===== src/somn_pkg.sv =====
package somn_pkg;

	localparam int MAX_FEATURES = 256;
	localparam int IDX_W = $clog2(MAX_FEATURES);
	localparam int VAL_W = 16;
	localparam int RATE_W = 16;
	localparam int SQ_W = 2 * VAL_W;
	localparam int SUM_W = 41;
	localparam int ACT_W = 40;

	localparam logic [RATE_W-1:0] RATE_RESET = 16'd6554;

	typedef enum logic [1:0] {
		OP_LOAD     = 2'd0,
		OP_ACTIVATE = 2'd1,
		OP_LEARN    = 2'd2
	} op_t;

	typedef struct packed {
		logic             en;
		logic [IDX_W-1:0] addr;
		logic [VAL_W-1:0] data;
	} weight_wr_t;

endpackage


===== src/somn_in_if.sv =====
interface somn_in_if;
	import somn_pkg::*;

	logic             valid;
	logic             ready;
	op_t              op;
	logic [IDX_W-1:0] feature_index;
	logic [VAL_W-1:0] feature_value;
	logic             last_element;

	modport source (
		output valid, op, feature_index, feature_value, last_element,
		input  ready
	);
	modport sink (
		input  valid, op, feature_index, feature_value, last_element,
		output ready
	);
endinterface


===== src/somn_out_if.sv =====
interface somn_out_if;
	import somn_pkg::*;

	logic             valid;
	logic             ready;
	logic [ACT_W-1:0] activation;

	modport source (
		output valid, activation,
		input  ready
	);
	modport sink (
		input  valid, activation,
		output ready
	);
endinterface


===== src/somn_cfg_if.sv =====
interface somn_cfg_if;
	import somn_pkg::*;

	logic              valid;
	logic              ready;
	logic [RATE_W-1:0] data;

	modport source (
		output valid, data,
		input  ready
	);
	modport sink (
		input  valid, data,
		output ready
	);
endinterface


===== src/som_node_distance_and_learn.sv =====
// One self-organizing-map neuron holding up to 256 unsigned Q0.16 weights in a
// single-port-write, single-port-read memory. Each item transfer carries one
// feature element: load writes a weight, activate adds the squared difference
// to a running distance and, on the element marked last, delivers the squared
// Euclidean distance (saturated to 40 bits) and clears the sum, and learn moves
// the weight toward the value by the gain times the difference, rounded down.
// The block takes one item per clock cycle; the memory read, the one shared
// multiplier and the accumulate/write-back stage form a three-stage pipeline
// that ends in the output register. Back-to-back elements on the same feature
// are forwarded inside the pipeline. Input transfers stop only while a new
// distance waits on an output register that the sink has not yet taken. The
// user must write the gain through the configuration channel while the block
// is idle, which the block does not enforce; the gain resets to 6554.
module som_node_distance_and_learn (
	input  logic       clk,
	input  logic       arst_n,
	somn_cfg_if.sink   cfg,
	somn_in_if.sink    item,
	somn_out_if.source result
);
	import somn_pkg::*;

	logic [RATE_W-1:0] gain_q;
	logic              rd_en;
	logic [IDX_W-1:0]  rd_addr;
	logic [VAL_W-1:0]  rd_data;
	weight_wr_t        wr;

	assign cfg.ready = 1'b1;

	always_ff @(posedge clk or negedge arst_n) begin
		if (!arst_n) begin
			gain_q <= RATE_RESET;
		end else if (cfg.valid) begin
			gain_q <= cfg.data;
		end
	end

	somn_weight_mem u_mem (
		.clk     (clk),
		.rd_en   (rd_en),
		.rd_addr (rd_addr),
		.rd_data (rd_data),
		.wr      (wr)
	);

	somn_core u_core (
		.clk        (clk),
		.arst_n     (arst_n),
		.item       (item),
		.result     (result),
		.gain       (gain_q),
		.rd_en      (rd_en),
		.rd_addr    (rd_addr),
		.rd_data    (rd_data),
		.wr         (wr)
	);
endmodule


===== src/somn_weight_mem.sv =====
module somn_weight_mem (
	input  logic                     clk,
	input  logic                     rd_en,
	input  logic [somn_pkg::IDX_W-1:0] rd_addr,
	output logic [somn_pkg::VAL_W-1:0] rd_data,
	input  somn_pkg::weight_wr_t     wr
);
	import somn_pkg::*;

	logic [VAL_W-1:0] mem [MAX_FEATURES];
	logic [VAL_W-1:0] rd_data_q;

	always_ff @(posedge clk) begin
		if (wr.en) begin
			mem[wr.addr] <= wr.data;
		end
	end

	// A read at the address being written returns the old word; the core
	// covers that case from its last-write register.
	always_ff @(posedge clk) begin
		if (rd_en) begin
			rd_data_q <= mem[rd_addr];
		end
	end

	assign rd_data = rd_data_q;
endmodule


===== src/somn_core.sv =====
module somn_core (
	input  logic                      clk,
	input  logic                      arst_n,
	somn_in_if.sink                   item,
	somn_out_if.source                result,
	input  logic [somn_pkg::RATE_W-1:0] gain,
	output logic                      rd_en,
	output logic [somn_pkg::IDX_W-1:0]  rd_addr,
	input  logic [somn_pkg::VAL_W-1:0]  rd_data,
	output somn_pkg::weight_wr_t      wr
);
	import somn_pkg::*;

	// Stage 1: weight arrives from memory, difference and product.
	logic             valid_s1;
	op_t              op_s1;
	logic [IDX_W-1:0] addr_s1;
	logic [VAL_W-1:0] val_s1;
	logic             last_s1;

	// Stage 2: accumulate or write back.
	logic             valid_s2;
	op_t              op_s2;
	logic [IDX_W-1:0] addr_s2;
	logic             last_s2;
	logic [VAL_W-1:0] nw_s2;
	logic [SQ_W-1:0]  sq_s2;

	logic             lw_valid_q;
	logic [IDX_W-1:0] lw_addr_q;
	logic [VAL_W-1:0] lw_data_q;

	logic [SUM_W-1:0] sum_q;
	logic             out_valid_q;
	logic [ACT_W-1:0] act_q;

	logic             advance;
	logic             accept;
	logic             emit_s2;
	logic             write_s2;
	logic [VAL_W-1:0] w_s1;
	logic [VAL_W-1:0] abs_d;
	logic signed [VAL_W:0]     diff;
	logic signed [VAL_W:0]     mul_a;
	logic signed [VAL_W:0]     mul_b;
	logic signed [2*VAL_W+1:0] mul_p;
	logic signed [VAL_W+1:0]   step;
	logic signed [VAL_W+1:0]   nw_wide;
	logic [VAL_W-1:0] nw_s1;
	logic [SUM_W:0]   sum_add;
	logic [SUM_W-1:0] sum_sat;
	logic [ACT_W-1:0] act_sat;

	assign write_s2 = valid_s2 && (op_s2 == OP_LOAD || op_s2 == OP_LEARN);
	assign emit_s2  = valid_s2 && (op_s2 == OP_ACTIVATE) && last_s2;

	// The pipeline only halts when a new result meets a full output register that the sink is not taking.
	assign advance    = !(emit_s2 && out_valid_q && !result.ready);
	assign item.ready = advance;
	assign accept     = item.valid && advance;
	assign rd_en      = accept;
	assign rd_addr    = item.feature_index;

	// Newest weight for the stage 1 address: the write still in stage 2 wins,
	// then the word written at the edge of the memory read.
	always_comb begin
		if (write_s2 && addr_s2 == addr_s1) begin
			w_s1 = nw_s2;
		end else if (lw_valid_q && lw_addr_q == addr_s1) begin
			w_s1 = lw_data_q;
		end else begin
			w_s1 = rd_data;
		end
	end

	always_comb begin
		diff  = signed'({1'b0, val_s1}) - signed'({1'b0, w_s1});
		abs_d = (val_s1 >= w_s1) ? (val_s1 - w_s1) : (w_s1 - val_s1);
		if (op_s1 == OP_LEARN) begin
			mul_a = signed'({1'b0, gain});
			mul_b = diff;
		end else begin
			mul_a = signed'({1'b0, abs_d});
			mul_b = signed'({1'b0, abs_d});
		end
		mul_p = mul_a * mul_b;
		// Arithmetic shift floors the step; its size never exceeds the difference.
		step    = mul_p[2*VAL_W+1:VAL_W];
		nw_wide = signed'({2'b00, w_s1}) + step;
		if (op_s1 == OP_LOAD) begin
			nw_s1 = val_s1;
		end else begin
			nw_s1 = nw_wide[VAL_W-1:0];
		end
	end

	always_comb begin
		sum_add = {1'b0, sum_q} + {{(SUM_W + 1 - SQ_W){1'b0}}, sq_s2};
		sum_sat = sum_add[SUM_W] ? {SUM_W{1'b1}} : sum_add[SUM_W-1:0];
		act_sat = sum_sat[SUM_W-1] ? {ACT_W{1'b1}} : sum_sat[ACT_W-1:0];
	end

	always_comb begin
		wr.en   = advance && write_s2;
		wr.addr = addr_s2;
		wr.data = nw_s2;
	end

	always_ff @(posedge clk or negedge arst_n) begin
		if (!arst_n) begin
			valid_s1 <= 1'b0;
			valid_s2 <= 1'b0;
		end else if (advance) begin
			valid_s1 <= accept;
			valid_s2 <= valid_s1;
		end
	end

	always_ff @(posedge clk) begin
		if (accept) begin
			op_s1   <= item.op;
			addr_s1 <= item.feature_index;
			val_s1  <= item.feature_value;
			last_s1 <= item.last_element;
		end
		if (advance) begin
			op_s2   <= op_s1;
			addr_s2 <= addr_s1;
			last_s2 <= last_s1;
			nw_s2   <= nw_s1;
			sq_s2   <= mul_p[SQ_W-1:0];
		end
	end

	always_ff @(posedge clk or negedge arst_n) begin
		if (!arst_n) begin
			lw_valid_q <= 1'b0;
		end else if (wr.en) begin
			lw_valid_q <= 1'b1;
		end
	end

	always_ff @(posedge clk) begin
		if (wr.en) begin
			lw_addr_q <= addr_s2;
			lw_data_q <= nw_s2;
		end
	end

	always_ff @(posedge clk or negedge arst_n) begin
		if (!arst_n) begin
			sum_q <= '0;
		end else if (advance && valid_s2 && op_s2 == OP_ACTIVATE) begin
			sum_q <= last_s2 ? '0 : sum_sat;
		end
	end

	always_ff @(posedge clk or negedge arst_n) begin
		if (!arst_n) begin
			out_valid_q <= 1'b0;
		end else if (advance && emit_s2) begin
			out_valid_q <= 1'b1;
		end else if (result.ready) begin
			out_valid_q <= 1'b0;
		end
	end

	always_ff @(posedge clk) begin
		if (advance && emit_s2) begin
			act_q <= act_sat;
		end
	end

	assign result.valid      = out_valid_q;
	assign result.activation = act_q;
endmodule

===== src/flat_wrapper.sv =====
// flat-port wrapper written by rule: the top's interface ports become plain ports
module som_node_distance_and_learn_flat import somn_pkg::*;
  (clk, arst_n, cfg_valid, cfg_data, cfg_ready, item_valid, item_op, item_feature_index, item_feature_value, item_last_element, item_ready, result_valid, result_activation, result_ready);
  somn_cfg_if cfg_i ();
  somn_in_if item_i ();
  somn_out_if result_i ();
  input  logic clk;
  input  logic arst_n;
  input wire logic [$bits(cfg_i.valid)-1:0] cfg_valid;
  input wire logic [$bits(cfg_i.data)-1:0] cfg_data;
  output wire logic [$bits(cfg_i.ready)-1:0] cfg_ready;
  input wire logic [$bits(item_i.valid)-1:0] item_valid;
  input wire logic [$bits(item_i.op)-1:0] item_op;
  input wire logic [$bits(item_i.feature_index)-1:0] item_feature_index;
  input wire logic [$bits(item_i.feature_value)-1:0] item_feature_value;
  input wire logic [$bits(item_i.last_element)-1:0] item_last_element;
  output wire logic [$bits(item_i.ready)-1:0] item_ready;
  output wire logic [$bits(result_i.valid)-1:0] result_valid;
  output wire logic [$bits(result_i.activation)-1:0] result_activation;
  input wire logic [$bits(result_i.ready)-1:0] result_ready;
  assign cfg_i.valid = cfg_valid;
  assign cfg_i.data = cfg_data;
  assign cfg_ready = cfg_i.ready;
  assign item_i.valid = item_valid;
  assign item_i.op = item_op;
  assign item_i.feature_index = item_feature_index;
  assign item_i.feature_value = item_feature_value;
  assign item_i.last_element = item_last_element;
  assign item_ready = item_i.ready;
  assign result_valid = result_i.valid;
  assign result_activation = result_i.activation;
  assign result_i.ready = result_ready;
  som_node_distance_and_learn u_core (.clk(clk), .arst_n(arst_n), .cfg(cfg_i), .item(item_i), .result(result_i));
endmodule

===== config.mk =====
export PLATFORM = sky130hd
export DESIGN_NAME = som_node_distance_and_learn_flat
export DESIGN_NICKNAME = d
export VERILOG_FILES = /design/src/somn_pkg.sv /design/src/somn_in_if.sv /design/src/somn_out_if.sv /design/src/somn_cfg_if.sv /design/src/som_node_distance_and_learn.sv /design/src/somn_weight_mem.sv /design/src/somn_core.sv /design/src/flat_wrapper.sv
export SDC_FILE = /design/constraint.sdc
export NUM_CORES = 2
export LEC_CHECK = 0
export BUFFER_PORTS_ARGS = -buffer_cell sky130_fd_sc_hd__buf_2
export CORE_AREA = 8 8 515 895
export DETAILED_ROUTE_END_ITERATION = 8
export DIE_AREA = 0 0 523 903
export GPL_ROUTABILITY_DRIVEN = 0
export PLACE_DENSITY_LB_ADDON = 0.1
export SYNTH_ARGS = -nofsm -noshare
export SYNTH_HDL_FRONTEND = slang
export SYNTH_SLANG_ARGS = --single-unit

===== constraint.sdc =====
create_clock -name clk -period 16.9 [get_ports clk]
set_clock_uncertainty 0.15 [all_clocks]
set_input_delay 1.69 -clock clk [delete_from_list [all_inputs] [get_ports clk]]
set_output_delay 1.69 -clock clk [all_outputs]
set_load 0.03 [all_outputs]

==> impl_results.rst <==
.. list-table::
   :header-rows: 1

   * - Metric
     - Value
   * - Pin count of the biggest net entering global routing
     - just under 200
   * - Antenna violations before repair
     - 17
   * - Final setup fails
     - 0
   * - Number of enable-type register cells in the synthesized netlist
     - 4,262
   * - Buffer count from post-CTS setup fixing
     - 0
   * - Classification of the worst-slack hold path
     - reg -> reg
   * - Area share of fa/ha/maj cells after synthesis
     - 0.0376
   * - Top post-synthesis cells by count
     - edfxtp_1 (4,262), mux4_2 (1,360), nor2_1 (426)
   * - Wire length reported by the detailed router
     - 507,000 um
   * - Async set-reset flop share out of synthesis
     - 0.0141
   * - Wire length of the first global-routing pass
     - ~710,000 um
   * - Number of hold violations in the final report
     - 0
   * - Yosys synthesis warning count
     - 0
   * - Final min period
     - 15,480 ps
   * - Vias in the first global route
     - 91,900
   * - Ratio of cells with drive above 1 in the final layout
     - 0.280
   * - Number of filler instances in the final layout
     - around 38,000
   * - Number of H-tree branching levels
     - 5
   * - Number of maximum-capacitance violations
     - 0
   * - Vertical extent of the die
     - around 900 um
   * - Synthesized-area fraction occupied by and/or/nand/nor cells
     - 0.0232
   * - Part of the Yosys area used for sequential elements
     - 0.725
   * - Die outline width
     - 523 um
   * - Average instance area after synthesis
     - 21.2 um^2
   * - Worst Setup Slack, final
     - 1420 ps
   * - Startpoint types
     - flop
   * - Headroom to the max-slew limit
     - 0.0533
   * - CTS Buf Count
     - 404
   * - CTS resizes
     - 0
   * - Launch point of the worst path
     - u_core.u_core.addr_s1[4]
   * - Post-route clock period utilization
     - 0.916
   * - Most instantiated flip-flop cell in the synthesis netlist
     - edfxtp_1
   * - Critical Path AT
     - ~16,000 ps
   * - Worst setup EP type
     - flop
   * - Register-to-register setup slack
     - 1420 ps
   * - Worst R2R End
     - u_core.u_core.nw_s2[15]
   * - Largest delay contributor family on the critical path
     - compound AO/OA/AOI/OAI gates
   * - Area occupied by multi-input gates
     - 46,400 um^2
   * - Number of clock sinks
     - 4,323
   * - Setup repair after global routing missed its margin
     - no
   * - Post-synthesis instance area
     - about 180,000 um^2
   * - HPWL reported at the end of detailed placement
     - 320,000 um
   * - Xor/xnor cell area share of the yosys netlist
     - 0.00546
   * - Number of unique standard cell types used by synthesis
     - 77
   * - Worst Hold Depth
     - 0
   * - Worst setup slack before clock tree synthesis
     - 1570 ps
   * - Delay of the slowest critical-path stage
     - 900 ps
   * - Critical path type
     - reg -> reg
   * - Port bufs
     - 89
   * - Overall fraction of global-route tracks in use
     - 0.213
   * - Number of search-and-repair iterations in the first detailed-routing pass
     - 6
   * - Global route total overflow
     - 0
   * - Post-synth top area share
     - 0.717
   * - End of the worst hold path
     - u_core.u_core.last_s2
   * - Worst hold slack after final layout
     - between 300 and 400 ps
   * - Worst Max-Slew Pin Slew
     - 1420 ps
   * - Antenna Nets Post-Route
     - 0
   * - DRT iter0 DRCs
     - 7,519
   * - Starting Density
     - 0.398
   * - Slowest-stage cell, CP
     - nor4_4
   * - Start point of the worst min-delay path
     - u_core.u_core.last_s1
   * - TNS Setup
     - 0 ps
   * - Total via count in the routed design
     - 85,000
   * - Stages on worst setup path
     - 50
   * - Largest family of logic cells by synthesized area
     - multiplexers
   * - Standard cell core area
     - 449,000 um^2
   * - Launch instance of the worst register-to-register path
     - u_core.u_core.addr_s1[4]
   * - Crit path max fanout
     - 22
   * - Nets
     - 9,336
   * - Number of storage elements in the synthesis netlist
     - 4,323
   * - Post-detailed-route DRC marker count
     - 0
   * - Top-level I/O count
     - 91
   * - Number of buffers added to fix hold violations after cts
     - 0
   * - Clock tree from TritonCTS
     - yes
   * - Mapped Cells
     - 8,420
   * - Clock transition at the registers of the reported paths
     - about 70 ps
   * - CTS root buf
     - clkbuf_16
   * - Total area of sequential cells
     - 130,000 um^2
   * - Max clock buf depth
     - 4
   * - Drt wl/cell
     - 33.5 um
   * - Leading cell types by total area after synthesis
     - edfxtp_1 (72%), mux4_2 (17%), fa_1 (2.4%), ha_1 (1.4%), nor2_1 (0.90%)
   * - Post-synthesis mux area share
     - 0.176
   * - Number of core rows
     - ~330
   * - Layout overhead on the synthesized area
     - 12.8%
   * - Status
     - complete, no violations
   * - Peak clock frequency supported by timing
     - 64.6 MHz
   * - Post-synthesis compound-gate area fraction
     - 0.0159
   * - Floorplan die area
     - 472,000 um^2
   * - Count of buffer and inverter cells on the critical path
     - 6
   * - Top-count cell post-synth
     - edfxtp_1
   * - Clock latency at the later pin of the worst-skew pair
     - roughly 980 ps
   * - Avg Vias per Cell
     - around 5.6
   * - Synthesized net count
     - 8,877
   * - Final Max Tran Viols
     - 0
   * - Data required time of the worst path
     - between 15,000 and 20,000 ps
   * - Logic depth of the worst register-to-register path
     - 50
   * - Cell type with the largest total area after synthesis
     - edfxtp_1
==> state kept, by name, indices dropped and copies added, names as in the netlist, 8 cells and up <==
signal,flops
u_core.u_core.addr_s2,8
u_core.u_core.val_s1,16
u_core.u_core.lw_addr_q,8
u_core.u_core.lw_data_q,16
u_core.u_mem.rd_data,16
u_core.u_core.result.activation,40
u_core.u_mem.mem,4096
u_core.u_core.nw_s2,16
u_core.u_core.sum_q,41
u_core.u_core.sq_s2,32
u_core.u_core.addr_s1,8
u_core.gain_q,16
==> cell usage in the layout, fill, tap and decap left out, types with 43 or more instances in the layout <==
master,count
clkbuf_16,411
mux4_2,1360
clkinv_2,74
nand2_1,213
nor2_1,345
nand2b_1,71
clkinv_1,84
fa_1,213
bufinv_16,43
buf_4,358
a21oi_1,91
ha_1,196
nor2_2,72
dfrtp_1,54
nand3_1,44
buf_2,83
inv_1,365
clkbuf_1,72
edfxtp_1,4262
nor3_1,54
o21ai_0,105
xnor2_1,70
==> layer usage <==
metal | wire length, um | up-vias | part of all wire | track usage
met5 | 13 | - | 0.000026 | 0
met4 | 21100 | 2 | 0.042 | 0.0752
li1 | - | 35400 | - | -
met3 | 18600 | 757 | 0.037 | 0.0229
met2 | 281000 | 2148 | 0.55 | 0.405
met1 | 186000 | 46700 | 0.37 | 0.247
==> logic make-up after synthesis <==
| group | count (synthesis) |
|---|---|
| flops | 4323 |
| mux | 1431 |
| simple gates | 936 |
| buf+inv | 780 |
| compound gates | 431 |
| fa+ha+maj | 409 |
| xor+xnor | 109 |
| other cells | 1 |
==> layout make-up <==
cell class / instances / share of cell area
tap: 5904 / 0.0367
clock buffer: 487 / 0.0527
clock inverter: 248 / 0.0122
antenna: 17 / 0.000211
multi-input combinational: 3317 / 0.230
inverter: 366 / 0.00682
sequential: 4323 / 0.643
timing repair buffer: 467 / 0.0179
==> worst max path at each step <==
stage,end,slack (ps)
3_5_place_dp,u_core.u_core.nw_s2[15],1570
3_3_place_gp,u_core.u_core.nw_s2[15],990
5_1_grt,u_core.u_core.nw_s2[15],470
6_report,u_core.u_core.nw_s2[15],1420
4_1_cts,u_core.u_core.nw_s2[15],1540
2_1_floorplan,u_core.u_core.nw_s2[15],2690
==> stage by stage <==
| step | utilization | instances | cell area [um^2] |
|---|---|---|---|
| 2_1_floorplan | - | 8420 | 179000 |
| 3_3_place_gp | 0.419 | 14400 | 188000 |
| 3_5_place_dp | 0.419 | 14400 | 188000 |
| 4_1_cts | 0.448 | 15100 | 201000 |
| 5_1_grt | 0.448 | 15100 | 201000 |
| 6_report | 0.448 | 15100 | 201000 |
Power is not shown: default switching activity piles up to over one toggle a cycle in this logic, so the estimate is an artifact.
